[config.mk]
export PLATFORM = sky130hd
export DESIGN_NAME = mswin_window
export DESIGN_NICKNAME = d
export VERILOG_FILES = /design/src/hdl/mswin_pkg.sv /design/src/hdl/mswin_window.sv
export SDC_FILE = /design/constraint.sdc
export NUM_CORES = 1
export LEC_CHECK = 0
export ABC_AREA = 0
export BUFFER_PORTS_ARGS = -buffer_cell sky130_fd_sc_hd__buf_2
export CAP_MARGIN = 40
export CORE_ASPECT_RATIO = 0.7
export CORE_UTILIZATION = 55
export CTS_CLUSTER_DIAMETER = 100
export DETAILED_ROUTE_END_ITERATION = 16
export PLACE_DENSITY = 0.75
export SLEW_MARGIN = 20
export SYNTH_ARGS = -nofsm -noshare
export SYNTH_HDL_FRONTEND = slang
export SYNTH_SLANG_ARGS = --single-unit
[constraint.sdc]
create_clock -name clk -period 9.88 [get_ports clk]
set_input_delay 1.976 -clock clk [delete_from_list [all_inputs] [get_ports clk]]
set_output_delay 1.976 -clock clk [all_outputs]
set_load 0.005 [all_outputs]
[src/hdl/mswin_pkg.sv]
// ----------------------------------------------------------------------------
// mswin_pkg
// Shared constants, widths and beat types of the max-sum window search core.
// ----------------------------------------------------------------------------
package mswin_pkg;

  // Matrix geometry and sample format.
  localparam int MAX_ROWS   = 128;
  localparam int MAX_COLS   = 128;
  localparam int MAX_WINDOW = 16;
  localparam int VALUE_BITS = 16;

  // Derived widths. The line store address is {row slot, column}, so
  // MAX_WINDOW and MAX_COLS are kept at powers of two.
  localparam int ROW_W      = $clog2(MAX_ROWS);
  localparam int COL_W      = $clog2(MAX_COLS);
  localparam int SLOT_W     = $clog2(MAX_WINDOW);
  localparam int LINE_DEPTH = MAX_WINDOW * MAX_COLS;
  localparam int LINE_AW    = SLOT_W + COL_W;
  localparam int COLSUM_W   = VALUE_BITS + SLOT_W;
  localparam int SUM_W      = 24;
  localparam int RS_W       = SUM_W + 1;

  // Configuration port.
  localparam int ROWS_CFG_W  = 8;
  localparam int COLS_CFG_W  = 8;
  localparam int WIN_CFG_W   = 5;
  localparam int CFG_DATA_W  = 8;
  localparam int CFG_INDEX_W = 2;

  localparam logic [ROWS_CFG_W-1:0] ROWS_RESET = 8'd128;
  localparam logic [COLS_CFG_W-1:0] COLS_RESET = 8'd128;
  localparam logic [WIN_CFG_W-1:0]  WIN_RESET  = 5'd3;

  typedef enum logic [CFG_INDEX_W-1:0] {
    REG_MATRIX_ROWS = 2'd0,
    REG_MATRIX_COLS = 2'd1,
    REG_WINDOW_SIZE = 2'd2
  } cfg_reg_t;

  localparam logic signed [SUM_W-1:0] SUM_MIN = {1'b1, {(SUM_W-1){1'b0}}};

  // Result queue.
  localparam int OUTQ_DEPTH = 8;
  localparam int OUTQ_AW    = $clog2(OUTQ_DEPTH);
  localparam int OUTQ_CNT_W = $clog2(OUTQ_DEPTH + 1);

  // Column sum stage output, one per accepted sample.
  typedef struct packed {
    logic                       valid;
    logic signed [COLSUM_W-1:0] colsum;
    logic                       first_col;
    logic                       c_ge_k;
    logic                       win;
    logic [ROW_W-1:0]           top;
    logic [COL_W-1:0]           left;
    logic                       last;
  } col_beat_t;

  typedef struct packed {
    logic signed [SUM_W-1:0] best_sum;
    logic [ROW_W-1:0]        top_row;
    logic [COL_W-1:0]        left_col;
    logic                    found;
  } result_t;

  // Frame-final beats still inside the window stages.
  typedef struct packed {
    logic s2_final;
    logic s3_final;
  } win_status_t;

endpackage

[src/hdl/mswin_window.sv]
// ----------------------------------------------------------------------------
// mswin_window
// Horizontal running sum over the last k column sums, then best-window
// tracking and result formation at the end of each frame.
// ----------------------------------------------------------------------------
module mswin_window import mswin_pkg::*; (
  input  logic              clk,
  input  logic              rst,
  input  logic              clear,
  input  logic [SLOT_W-1:0] kidx,
  input  col_beat_t         beat,
  output logic              push,
  output result_t           push_data,
  output win_status_t       status
);

  col_beat_t s2;

  logic signed [COLSUM_W-1:0] taps [MAX_WINDOW];
  logic signed [SUM_W-1:0]    rs;
  logic signed [RS_W-1:0]     rs_base;
  logic signed [RS_W-1:0]     rs_sub;
  logic signed [RS_W-1:0]     rs_next;

  logic             s3_valid;
  logic             s3_win;
  logic [ROW_W-1:0] s3_top;
  logic [COL_W-1:0] s3_left;
  logic             s3_last;

  logic signed [SUM_W-1:0] best;
  logic [ROW_W-1:0]        best_top;
  logic [COL_W-1:0]        best_left;
  logic                    any_win;

  logic                    take;
  logic signed [SUM_W-1:0] best_next;
  logic [ROW_W-1:0]        best_top_next;
  logic [COL_W-1:0]        best_left_next;
  logic                    any_win_next;

  // Stage 2: the tap k-1 back holds the column sum k columns to the left.
  // With k in range the window sum stays inside SUM_W bits; the extra bit
  // only covers the partial sum before the subtraction.
  always_comb begin
    rs_base = s2.first_col ? '0 : RS_W'(rs);
    rs_sub  = s2.c_ge_k ? RS_W'(taps[kidx]) : '0;
    rs_next = rs_base + RS_W'(s2.colsum) - rs_sub;
  end

  always_ff @(posedge clk) begin
    if (rst || clear) begin
      s2.valid <= 1'b0;
      s3_valid <= 1'b0;
      rs       <= '0;
    end else begin
      s2       <= beat;
      s3_valid <= s2.valid;
      if (s2.valid) begin
        rs <= rs_next[SUM_W-1:0];
      end
    end
  end

  always_ff @(posedge clk) begin
    if (s2.valid) begin
      taps[0] <= s2.colsum;
      for (int i = 1; i < MAX_WINDOW; i++) begin
        taps[i] <= taps[i-1];
      end
      s3_win  <= s2.win;
      s3_top  <= s2.top;
      s3_left <= s2.left;
      s3_last <= s2.last;
    end
  end

  // Stage 3: only a strictly larger sum replaces the best, so the first
  // window in raster order wins a tie.
  always_comb begin
    take           = s3_valid && s3_win && (!any_win || (rs > best));
    best_next      = take ? rs : best;
    best_top_next  = take ? s3_top : best_top;
    best_left_next = take ? s3_left : best_left;
    any_win_next   = any_win || (s3_valid && s3_win);
  end

  always_ff @(posedge clk) begin
    if (rst || clear) begin
      best      <= SUM_MIN;
      best_top  <= '0;
      best_left <= '0;
      any_win   <= 1'b0;
    end else if (s3_valid) begin
      if (s3_last) begin
        best      <= SUM_MIN;
        best_top  <= '0;
        best_left <= '0;
        any_win   <= 1'b0;
      end else begin
        best      <= best_next;
        best_top  <= best_top_next;
        best_left <= best_left_next;
        any_win   <= any_win_next;
      end
    end
  end

  always_comb begin
    push               = s3_valid && s3_last;
    push_data.found    = any_win_next;
    push_data.best_sum = any_win_next ? best_next : '0;
    push_data.top_row  = any_win_next ? best_top_next : '0;
    push_data.left_col = any_win_next ? best_left_next : '0;
    status.s2_final    = s2.valid && s2.last;
    status.s3_final    = s3_valid && s3_last;
  end

  a_window_found: assert property (@(posedge clk) disable iff (rst)
    (push && s3_win) |-> push_data.found)
    else $error("frame ends on a window but reports none found");

endmodule

==> reports/results.tsv <==
metric	value	unit
status	complete, no violations	
setup TNS	0	ns
Synth area leaders	edfxtp_1 59%, mux4_2 12%, dfxtp_1 6.8%, ha_1 3.2%, fa_1 2.4%	
largest net degree at the start of global routing	171	
CTS tree	done	
clock sinks	439	
Critical R2R Capture	rs[16]	
drt total wl	37800	um
H-tree Lvls	2	
# nets final	1409	
register area share after synthesis	65.5	%
Hold Buf Count CTS	0	
Cell Count, Final, Fillers Out	1785	
synth unique cells	56	
Total GRT Usage	21.7	%
clk_skew	0.0253	ns
Synth Register Bits	439	
fmax	160	MHz
Worst EP arrival	6.69	ns
total gr overflow	0	
clock tree buffer depth	3	
Hold WS	0.419	ns
Async S/R FF share, synth	0	%
syn_nets	1325	
share of post-route cells with drive strength above 1	20.4	%
crit path kind	input pin to flip-flop	
DRC viols	0	
Hold Crit Start	s2[15]	
FF-to-FF path depth	14	
CTS clk-pin slew, worst paths	0.06	ns
commonest cells in the netlist	374 x edfxtp_1, 99 x inv_1, 99 x mux4_2	
RePlAce Congestion	0.856	
vias in the first global route	10502	
Post-synth EDFFs	374	
Reg2Reg Setup Slack	5.34	ns
maximum vdd ir drop	0.157	mV
unrepaired setup endpoints after global routing	no	
row cnt	56	
Die ar.	0.0356	mm2
Hold Path Class	flip-flop to flip-flop	
Avg Inst Size Synth	15.9	um2
total number of vias	10859	
post-DP HPWL	23300	um
Avg WL per Cell	21.2	um
most frequent cell after synthesis	edfxtp_1	
first-pass GRT wire length	59200	um
iteration-0 DRC count of the detailed router	1125	
Critical Path Start Type	input pin	
Hold EP	s3_win	
Vias/cell	6.08	
Die Ht	158	um
core area	0.0338	mm2
Final Cycle Share	63.4	%
final setup fails	0	
reg2reg start	taps[14][0]	
Pwr per Cell Area	190	mW/mm2
Hold Violations, Final	0	
# diodes	0	
CP Max Fanout	36	
Synth Warn #	0	
Post-Syn Area	0.0191	mm2
# fillers	2424	
DRT Pass-1 Iters	8	
Resized Gates After CTS	0	
clock latency on the worst-skew pair	0.54	ns
Area Growth Syn to Fin	11.9	%
hold depth	0	
die width	225	um
total CTS buffers	41	
placed cell count	1711	
Yosys top cell area share	58.7	%
post-route ant nets	0	
Final min period	6.27	ns
Synth Flop Type	edfxtp_1	
Top-Level Pins	88	
Worst setup EP type	flip-flop	
Post-CTS Setup Inserts	0	
antenna violations before repair	0	
Post-Syn Instances	1207	
Clock Tree Root	clkbuf_16	
worst-margin pin slew	0.873	ns
initial core utilization	56.5	%
Leak	7.53	nW
Max-Cap Viols	0	
Worst EP required	10.30	ns
Slew HR	41.8	%
Synth area leader	edfxtp_1	
number of port buffers	87	
Pins Over Slew Limit	0	
-- logic make-up after synthesis --
| logic type | after synthesis | share of synthesized area, % |
|---|---|---|
| AO/OA/AOI/OAI | 178 | 6.28 |
| XOR/XNOR | 12 | 0.549 |
| adder cells (fa/ha/maj) | 72 | 5.61 |
| buffers and inverters | 162 | 3.51 |
| flip-flops | 439 | 65.5 |
| multiplexers | 110 | 12.2 |
| AND/OR/NAND/NOR | 234 | 6.32 |
-- sequential cells by signal, indices dropped and copies added (netlist names) --
signal / cells
s3_win: 1
s2: 39
best_top: 7
any_win: 1
s3_top: 7
taps: 320
best: 24
s3_valid: 1
s3_last: 1
rs: 24
s3_left: 7
best_left: 7
-- cell usage in the layout, fill, tap and decap left out, types with 4 or more instances in the layout --
cell type,instances
a211oi_1,4
a21o_1,11
a21oi_1,63
a22o_1,38
a31oi_1,4
and2_1,22
and3_1,4
buf_2,85
buf_4,14
bufinv_16,6
clkbuf_1,11
clkbuf_16,41
clkinv_1,5
clkinv_2,6
dfxtp_1,64
edfxtp_1,374
fa_1,23
ha_1,49
inv_1,98
mux2i_1,10
mux4_2,99
nand2_1,31
nand2b_1,24
nand3_1,87
nand3b_1,4
nand4_1,5
nor2_1,28
nor2b_1,5
nor3_1,12
o21a_1,7
o21ai_0,21
xnor2_1,8
xor2_1,4
-- routing by layer --
| layer | GRT usage [%] | wire length, um | vias to the layer above |
|---|---|---|---|
| met1 | 34.3 | 17800 | 5595 |
| li1 | - | - | 4822 |
| met3 | 4.31 | 2720 | 45 |
| met2 | 31.3 | 16700 | 397 |
| met5 | 0 | 0 | - |
| met4 | 4.37 | 551 | 0 |
-- critical path, stage by stage --
cell,delay [ns]
buf_4,0.33
buf_16,0.31
mux4_2,0.55
mux4_2,0.47
and2_1,0.21
ha_1,0.29
inv_1,0.04
ha_1,0.21
fa_1,0.47
a21o_1,0.21
a311oi_1,0.30
o21ai_0,0.22
o21ai_0,0.37
a21oi_1,0.14
or3_1,0.33
a32o_1,0.25
-- cell type report --
| type | count | area, um2 | share of cell area (%) |
|---|---|---|---|
| Sequential cell | 439 | 12500 | 58.5 |
| Clock buffer | 54 | 1090 | 5.11 |
| Multi-Input combinational cell | 606 | 5950 | 27.8 |
| Timing Repair Buffer | 104 | 646 | 3.01 |
| Clock inverter | 19 | 245 | 1.14 |
| Inverter | 99 | 372 | 1.73 |
| Tap cell | 464 | 581 | 2.71 |
-- through the flow --
step	worst slack, ns	util (%)	instance area [um2]	power, mW
after floorplan	2.69	-	19100	2.41
after global placement	2.86	59.1	20000	2.50
after detailed placement	3.12	59.3	20100	2.51
after CTS	3.59	63.2	21400	4.11
after global routing	3.36	63.3	21400	4.22
final	3.61	63.3	21400	4.07
-- worst max-delay path by stage --
stage               startpoint   endpoint  slack (ns)
floorplan               s2[38]  status[1]        2.69
global placement       kidx[0]     rs[22]        2.86
detailed placement     kidx[0]     rs[16]        3.12
CTS                    kidx[0]     rs[16]        3.59
global route           kidx[0]     rs[16]        3.36
finish                 kidx[0]     rs[16]        3.61
-- power by group --
| part | internal, mW | switching, mW | total (mW) | leakage (nW) |
|---|---|---|---|---|
| Combinational | 0.172 | 0.211 | 0.383 | 2.91 |
| Sequential | 2.06 | 0.0348 | 2.09 | 3.97 |
| Clock | 0.938 | 0.660 | 1.60 | 0.653 |
No activity file was read; power rests on OpenSTA's default activity.
