--- src/hdl/mswin_pkg.sv ---
// ----------------------------------------------------------------------------
// mswin_pkg
// Shared constants, widths and beat types of the max-sum window search core.
// ----------------------------------------------------------------------------
package mswin_pkg;

  // Matrix geometry and sample format.
  localparam int MAX_ROWS   = 128;
  localparam int MAX_COLS   = 128;
  localparam int MAX_WINDOW = 16;
  localparam int VALUE_BITS = 16;

  // Derived widths. The line store address is {row slot, column}, so
  // MAX_WINDOW and MAX_COLS are kept at powers of two.
  localparam int ROW_W      = $clog2(MAX_ROWS);
  localparam int COL_W      = $clog2(MAX_COLS);
  localparam int SLOT_W     = $clog2(MAX_WINDOW);
  localparam int LINE_DEPTH = MAX_WINDOW * MAX_COLS;
  localparam int LINE_AW    = SLOT_W + COL_W;
  localparam int COLSUM_W   = VALUE_BITS + SLOT_W;
  localparam int SUM_W      = 24;
  localparam int RS_W       = SUM_W + 1;

  // Configuration port.
  localparam int ROWS_CFG_W  = 8;
  localparam int COLS_CFG_W  = 8;
  localparam int WIN_CFG_W   = 5;
  localparam int CFG_DATA_W  = 8;
  localparam int CFG_INDEX_W = 2;

  localparam logic [ROWS_CFG_W-1:0] ROWS_RESET = 8'd128;
  localparam logic [COLS_CFG_W-1:0] COLS_RESET = 8'd128;
  localparam logic [WIN_CFG_W-1:0]  WIN_RESET  = 5'd3;

  typedef enum logic [CFG_INDEX_W-1:0] {
    REG_MATRIX_ROWS = 2'd0,
    REG_MATRIX_COLS = 2'd1,
    REG_WINDOW_SIZE = 2'd2
  } cfg_reg_t;

  localparam logic signed [SUM_W-1:0] SUM_MIN = {1'b1, {(SUM_W-1){1'b0}}};

  // Result queue.
  localparam int OUTQ_DEPTH = 8;
  localparam int OUTQ_AW    = $clog2(OUTQ_DEPTH);
  localparam int OUTQ_CNT_W = $clog2(OUTQ_DEPTH + 1);

  // Column sum stage output, one per accepted sample.
  typedef struct packed {
    logic                       valid;
    logic signed [COLSUM_W-1:0] colsum;
    logic                       first_col;
    logic                       c_ge_k;
    logic                       win;
    logic [ROW_W-1:0]           top;
    logic [COL_W-1:0]           left;
    logic                       last;
  } col_beat_t;

  typedef struct packed {
    logic signed [SUM_W-1:0] best_sum;
    logic [ROW_W-1:0]        top_row;
    logic [COL_W-1:0]        left_col;
    logic                    found;
  } result_t;

  // Frame-final beats still inside the window stages.
  typedef struct packed {
    logic s2_final;
    logic s3_final;
  } win_status_t;

endpackage

--- src/hdl/mswin_result_if.sv ---
// ----------------------------------------------------------------------------
// mswin_result_if
// Result channel: best window sum and its corner, valid/ready handshake.
// ----------------------------------------------------------------------------
interface mswin_result_if import mswin_pkg::*; ();
  logic                    valid;
  logic                    ready;
  logic signed [SUM_W-1:0] best_sum;
  logic [ROW_W-1:0]        top_row;
  logic [COL_W-1:0]        left_col;
  logic                    found;

  modport source (output valid, output best_sum, output top_row, output left_col,
                  output found, input ready);
  modport sink (input valid, input best_sum, input top_row, input left_col,
                input found, output ready);
endinterface

--- src/hdl/mswin_outq.sv ---
// ----------------------------------------------------------------------------
// mswin_outq
// Small result queue that decouples the pipeline from the result channel.
// ----------------------------------------------------------------------------
module mswin_outq import mswin_pkg::*; (
  input  logic                  clk,
  input  logic                  rst,
  input  logic                  push,
  input  result_t               push_data,
  mswin_result_if.source        results,
  output logic [OUTQ_CNT_W-1:0] count
);

  result_t              q [OUTQ_DEPTH];
  logic [OUTQ_AW-1:0]   wr_ptr;
  logic [OUTQ_AW-1:0]   rd_ptr;
  logic                 pop;

  assign pop              = results.valid && results.ready;
  assign results.valid    = (count != '0);
  assign results.best_sum = q[rd_ptr].best_sum;
  assign results.top_row  = q[rd_ptr].top_row;
  assign results.left_col = q[rd_ptr].left_col;
  assign results.found    = q[rd_ptr].found;

  always_ff @(posedge clk) begin
    if (rst) begin
      wr_ptr <= '0;
      rd_ptr <= '0;
      count  <= '0;
    end else begin
      if (push) begin
        wr_ptr <= wr_ptr + OUTQ_AW'(1);
      end
      if (pop) begin
        rd_ptr <= rd_ptr + OUTQ_AW'(1);
      end
      if (push && !pop) begin
        count <= count + OUTQ_CNT_W'(1);
      end else if (pop && !push) begin
        count <= count - OUTQ_CNT_W'(1);
      end
    end
  end

  always_ff @(posedge clk) begin
    if (push) begin
      q[wr_ptr] <= push_data;
    end
  end

  a_no_overflow: assert property (@(posedge clk) disable iff (rst)
    push |-> ((count < OUTQ_CNT_W'(OUTQ_DEPTH)) || pop))
    else $error("result queue overflow");

endmodule

--- src/flat_wrapper.sv ---
// flat-port wrapper written by rule: the top's interface ports become plain ports
module mswin_outq_flat import mswin_pkg::*;
  (clk, rst, push, push_data, count, results_valid, results_best_sum, results_top_row, results_left_col, results_found, results_ready);
  mswin_result_if results_i ();
  input  logic clk;
  input  logic rst;
  input  logic push;
  input  result_t push_data;
  output logic [OUTQ_CNT_W-1:0] count;
  output wire logic [$bits(results_i.valid)-1:0] results_valid;
  output wire logic [$bits(results_i.best_sum)-1:0] results_best_sum;
  output wire logic [$bits(results_i.top_row)-1:0] results_top_row;
  output wire logic [$bits(results_i.left_col)-1:0] results_left_col;
  output wire logic [$bits(results_i.found)-1:0] results_found;
  input wire logic [$bits(results_i.ready)-1:0] results_ready;
  assign results_valid = results_i.valid;
  assign results_best_sum = results_i.best_sum;
  assign results_top_row = results_i.top_row;
  assign results_left_col = results_i.left_col;
  assign results_found = results_i.found;
  assign results_i.ready = results_ready;
  mswin_outq u_core (.clk(clk), .rst(rst), .push(push), .push_data(push_data), .results(results_i), .count(count));
endmodule
--- config.mk ---
export PLATFORM = sky130hd
export DESIGN_NAME = mswin_outq_flat
export DESIGN_NICKNAME = d
export VERILOG_FILES = /design/src/hdl/mswin_pkg.sv /design/src/hdl/mswin_result_if.sv /design/src/hdl/mswin_outq.sv /design/src/flat_wrapper.sv
export SDC_FILE = /design/constraint.sdc
export NUM_CORES = 1
export LEC_CHECK = 0
export ABC_AREA = 0
export BUFFER_PORTS_ARGS = -buffer_cell sky130_fd_sc_hd__buf_4
export CORE_ASPECT_RATIO = 1.5
export CORE_MARGIN = 3
export CORE_UTILIZATION = 60
export DETAILED_ROUTE_END_ITERATION = 6
export PLACE_DENSITY = 0.86
export SLEW_MARGIN = 20
export SYNTH_ARGS = -nofsm -noshare
export SYNTH_HDL_FRONTEND = slang
export SYNTH_SLANG_ARGS = --single-unit
--- constraint.sdc ---
create_clock -name clk -period 4.3 [get_ports clk]
set_input_delay 0.215 -clock clk [delete_from_list [all_inputs] [get_ports clk]]
set_output_delay 0.215 -clock clk [all_outputs]
set_load 0.03 [all_outputs]
==> impl_metrics.ini, run 1 <==
[outcome]
status = finished, final reports clean

[clock_network]
clk_path_buf_depth = 3
clk_latency_ns = 0.52
postCtsHoldBufs = 42
clk_pin_slew_ns = 0.07
cts_made_buffers = 27
cts-resized-gates = 0
htreeDepth = 1
cts_sinks = 325
cts_tree = done
cts_root_buf = clkbuf_16
cts_setup_buffers = 0

[pwr]
comb_power_share_pct = 23.6
p_per_area_mw_per_mm2 = 551.0
p_clk_share_pct = 29.7
p_sw_mw = 2.199
p_leak_nw = 4.806
switching_share_pct = 27.17
intPower_mw = 5.895
ir_drop_mv = 0.5165
power_frac_seq_pct = 46.6

[drt]
vias = 5961
routed_wl_um = 25630
viasPerCell = 6.295
detail_route.wl_per_cell_um = 27.07
drtAntennaViolNets = 0
drtIter0Drc = 630
drt_pre_antenna_iters = 5
drcViolationCount = 0

[placed_design]
portBuffers = 86
dpl.hpwl_um = 12980
routabilityCongestion = 0.7016
placed_area_mm2 = 0.01340

[sta]
max_freq_mhz = 306.9
finalCriticalPeriod_ns = 3.259
post-route-period-util_pct = 75.79
hold_violations = 0
setup_viol = 0
drv_slew = 0
tightest_slew_ns = 1.116
setup_tns_ns = 0
grt_setup_unrepaired = false
skew_ns = 0.009111
max_slew_margin_pct = 25.58

[logic_synthesis]
syn_area_mm2 = 0.01240
ys.flop_type = edfxtp_1
ys_warn_count = 0
ys_ff_latch = 325
yosysTopAreaCell = edfxtp_1
synth_cell_type_count = 25
yosysSeqAreaShare_pct = 77.66
syn_nets = 569
ys_top_cells_by_area = edfxtp_1, mux4_2, mux2_4, dfxtp_1, mux2_2
synth_top_area_share_pct = 75.56
synthCells = 520
synth-edff-count = 312
async_reset_ff_share_pct = 0
avgSynthCellArea_um2 = 23.84

[layout]
layout-drive-gt1-share_pct = 39.59
fill_cells = 1086
design_area_mm2 = 0.01469
layout_common_cells = edfxtp_1, buf_4, mux4_2
area_growth_pct = 18.47
layout_commonest_cell = edfxtp_1
final_nets = 716
diodes = 0

[grt]
antenna_found_initial = 0
grt_first_pass_wirelength_um = 38630
busiest_layer = met2
use_met1_pct = 31.41
grt.overflow.total = 0
grt_pass1_vias = 6376
gr-usage-met3_pct = 3.101
grt_max_degree = 79
grt_use_total_pct = 23.53
grt_use_met2_pct = 39.59

[worst_setup_path]
cp.arrival_ns = 3.04
critical_path_class = flop to output port
start_kind = flop
r2r_slack_ns = 1.45
cp_max_fo = 36
required_ns = 4.09
crit_path_end_kind = output port

[floorplanning]
rows = 63
num_io_pins = 87
die-area_mm2 = 0.02246
core-area_mm2 = 0.02002
chipWidth_um = 123.4
start_util_pct = 61.93
die_y_um = 182.1

[worst_hold_path]
hp-class = input port to flop

[run]
cap_violations = 0
[power by group through the flow]
stage | Clock, mW | Combinational (mW) | Sequential (mW)
4_1_cts | 2.43 | 1.91 | 3.78
6_report | 2.41 | 1.91 | 3.77
3_5_place_dp | 0 | 1.85 | 3.85
3_3_place_gp | 0 | 1.80 | 3.83
2_1_floorplan | 0 | 1.51 | 3.70
5_1_grt | 2.54 | 2.01 | 3.80
[final timing paths]
path              cells past startpoint              endpoint             start
hold reg to reg                       2                  flop  u_core.rd_ptr[1]
setup reg to reg                      9       u_core.count[3]   u_core.count[1]
setup / recovery                      4  results_best_sum[22]              flop
hold / removal                        2       u_core.q[2][15]     push_data[15]
[metrics by stage]
stage          power, mW  hold slack (ns)  worst slack (ns)  utilization (%)  cells
2_1_floorplan      5.211           0.3139            0.6233                -    520
3_3_place_gp       5.630           0.4393             1.664            66.80    855
3_5_place_dp       5.695           0.4459             1.545            66.94    856
4_1_cts            8.123           0.4402             1.003            73.37    947
5_1_grt            8.351           0.4681            0.8377            73.37    947
6_report           8.094           0.4654             1.041            73.37    947
[kinds of logic (layout without fill, tap and decap cells)]
| kind of cell | count (synthesis) | count (layout) | share of synthesized area [%] |
|---|---|---|---|
| muxes | 120 | 120 | 18.57 |
| and+or+nand+nor | 33 | 33 | 1.181 |
| buffers and inverters | 25 | 192 | 1.302 |
| adders and majority gates | 6 | 6 | 0.6660 |
| xor gates and xnor gates | 5 | 5 | 0.3532 |
| DFF | 325 | 325 | 77.66 |
| AOI/OAI and AO/OA | 6 | 6 | 0.2725 |
[critical path, cell delays in order (launching register included)]
cell     delay (ns)
dfxtp_4        0.80
buf_4          0.57
mux4_2         0.64
mux2_4         0.31
buf_4          0.17
[layer usage]
layer / share of wire [%] / vias up
met3: 6.2 / 64
met2: 54 / 306
met1: 37 / 3126
li1: - / 2465
met5: 0 / -
met4: 3.1 / 0
[Yosys cell counts (2+ instances only)]
library cell,number
edfxtp_1,312
mux4_2,78
mux2_2,20
mux2_4,20
nor2_1,17
dfxtp_1,13
clkbuf_1,11
buf_2,9
ha_1,5
nand2_1,5
a21oi_1,4
nand2b_1,4
xor2_1,4
buf_12,3
nand3_1,3
mux2i_1,2
nor3_1,2
[layout make-up]
type                            count  area, um^2  area share, %
Tap cell                          260       325.3          2.215
Sequential cell                   325        9638          65.61
Clock buffer                       30       686.9          4.676
Inverter                            1       3.754        0.02555
Clock inverter                     19       180.2          1.227
Timing Repair Buffer              142        1191          8.109
Multi-Input combinational cell    170        2664          18.13
[sequential cells by signal (all words and copies together) (netlist names), named ones only]
signal / count
u_core.wr_ptr: 3
u_core.count: 4
u_core.rd_ptr: 3
u_core.q: 312
Note: power is estimated with default switching activity, not from simulation.
==> run 2, diff against run 1 <==
Clock period 4.3 ns to 3.3 ns, I/O delays scaled along.
==> run 2 against run 1 <==
Global-route usage shrank 0.89 points. Die area is the same. Sequential share of layout area shrank 0.45 points. Count of clock-buffer cells in the layout is the same. Critical path depth is the same. Clock skew grew 0.0041 ns. Total power grew 29%. Final cell count grew 0.63%. Flip-flop and latch count is the same. Non-clock buffer count grew 5. Final area grew 0.69%. Sequential power grew 29%. Largest power group unchanged.
==> impl_metrics.ini, run 2 (synthesized netlist as in run 1, its figures left out) <==
[layout]
fill_cells = 1087
layout_commonest_cell = edfxtp_1
layout_common_cells = edfxtp_1, buf_4, mux4_2
regArea_mm2 = 0.009638
layout-drive-gt1-share_pct = 39.02
final_nets = 721
top_register = u_core.q
largest_register_ffs = 312
multi_input_area_mm2 = 0.002676
area_growth_pct = 19.28
top_regs = u_core.q x312, u_core.count x4

[floorplanning]
core-area_mm2 = 0.02002
chipWidth_um = 123.4
die-area_mm2 = 0.02246
start_util_pct = 61.93
rows = 63
die_y_um = 182.1
num_io_pins = 87

[pwr]
p_clk_share_pct = 28.8
comb_power_share_pct = 24.7
p_per_area_mw_per_mm2 = 705.6
switching_share_pct = 26.82
p_sw_mw = 2.799
p_leak_nw = 4.831
power_frac_seq_pct = 46.6
intPower_mw = 7.637
ir_drop_mv = 0.5662

[grt]
grt.overflow.total = 0
grt_pass1_vias = 6400
antenna_found_initial = 1
grt_first_pass_wirelength_um = 37730
grt_max_degree = 50
grt_use_total_pct = 22.65

[worst_hold_path]
hp-start = push_data[16]
hp-class = input port to flop

[sta]
worst_slack_ns = 0.4788
max_freq_mhz = 354.5
setup_viol = 0
tightest_slew_ns = 0.8464
setup_tns_ns = 0
skew_ns = 0.01323
finalCriticalPeriod_ns = 2.821
drv_slew = 0
grt_setup_unrepaired = false
hold_violations = 0
max_slew_margin_pct = 43.39
post-route-period-util_pct = 85.49

[worst_setup_path]
cp.arrival_ns = 2.66
cp_max_fo = 27
crit_path_end_kind = output port
worstReg2RegStart = u_core.count[1]
start_kind = flop
critical_path_class = flop to output port
required_ns = 3.13

[clock_network]
cts_made_buffers = 27
htreeDepth = 1
cts_tree = done
cts_sinks = 325
cts_root_buf = clkbuf_16
clk_path_buf_depth = 3
clk_latency_ns = 0.54
cts_setup_buffers = 0
clk_pin_slew_ns = 0.06

[drt]
vias = 5821
viasPerCell = 6.108
drtAntennaViolNets = 0
wl_met2_um = 12990
drt_pre_antenna_iters = 5
routed_wl_um = 24310
drtIter0Drc = 482
wl_met3_um = 1381
detail_route.wl_per_cell_um = 25.51
dr.max_layer_used = met4
wirelength_met1_um = 9214
drcViolationCount = 0

[run]
cap_violations = 0

[placed_design]
routabilityCongestion = 0.7876
place_ws_ns = 0.6461
portBuffers = 86
dpl.hpwl_um = 14030

[outcome]
status = finished, final reports clean
[run 2: changes by cell type in the layout (fill, tap and decap cells not counted), sizes merged]
cell | before | now
buf | 100 | 104
bufinv | 3 | 2
clkinv | 11 | 14
clkinvlp | 4 | 2
diode | 0 | 1
dlygate4sd3 | 42 | 43
[run 2: path summary, 6_finish.rpt]
kind	end	slack, ns	cells after the start
setup / recovery	results_left_col[1]	0.48	4
hold / removal	u_core.q[2][16]	0.41	2
setup reg to reg	u_core.count[3]	0.62	9
hold reg to reg	flop	0.49	2
[run 2: critical path, stage by stage, from the launching register on]
cell and delay (ns):
dfxtp_4 0.70, buf_4 0.39, mux4_2 0.55, mux2_2 0.30, buf_4 0.17
[run 2: final cells by class]
class	instances	area share [%]
inverters	1	0.02538
clock inverters	19	0.9898
well taps	260	2.199
multi-input cells	170	18.09
flip-flops and latches	325	65.16
diodes	1	0.01692
repair buffers	147	8.866
clock buffers	30	4.644
[run 2: what timing repair did]
action	in CTS	in global routing
hold endpoints to repair	324	0
hold buffers	43	0
resized for setup	0	0
[run 2: stage by stage]
stage	instances	total power, mW	util [%]	hold WS, ns	cell area (um^2)
2_1_floorplan	520	6.789	-	0.2639	12410
3_3_place_gp	860	7.391	67.55	0.3895	13520
3_5_place_dp	860	7.499	67.55	0.4003	13520
4_1_cts	952	10.53	73.86	0.3964	14790
5_1_grt	953	10.83	73.87	0.4148	14790
6_report	953	10.44	73.87	0.4074	14790
[run 2: routing by layer]
layer / track usage, % / vias up
li1: - / 2497
met1: 31.09 / 3023
met2: 37.52 / 245
met3: 3.380 / 56
met4: 8.204 / 0
met5: 0 / -
[run 2: power groups by stage]
stage | combinational (mW) | sequential (mW) | clock (mW)
2_1_floorplan | 1.97 | 4.82 | 0
3_3_place_gp | 2.46 | 4.93 | 0
3_5_place_dp | 2.54 | 4.96 | 0
4_1_cts | 2.61 | 4.87 | 3.05
5_1_grt | 2.75 | 4.89 | 3.19
6_report | 2.57 | 4.86 | 3.00
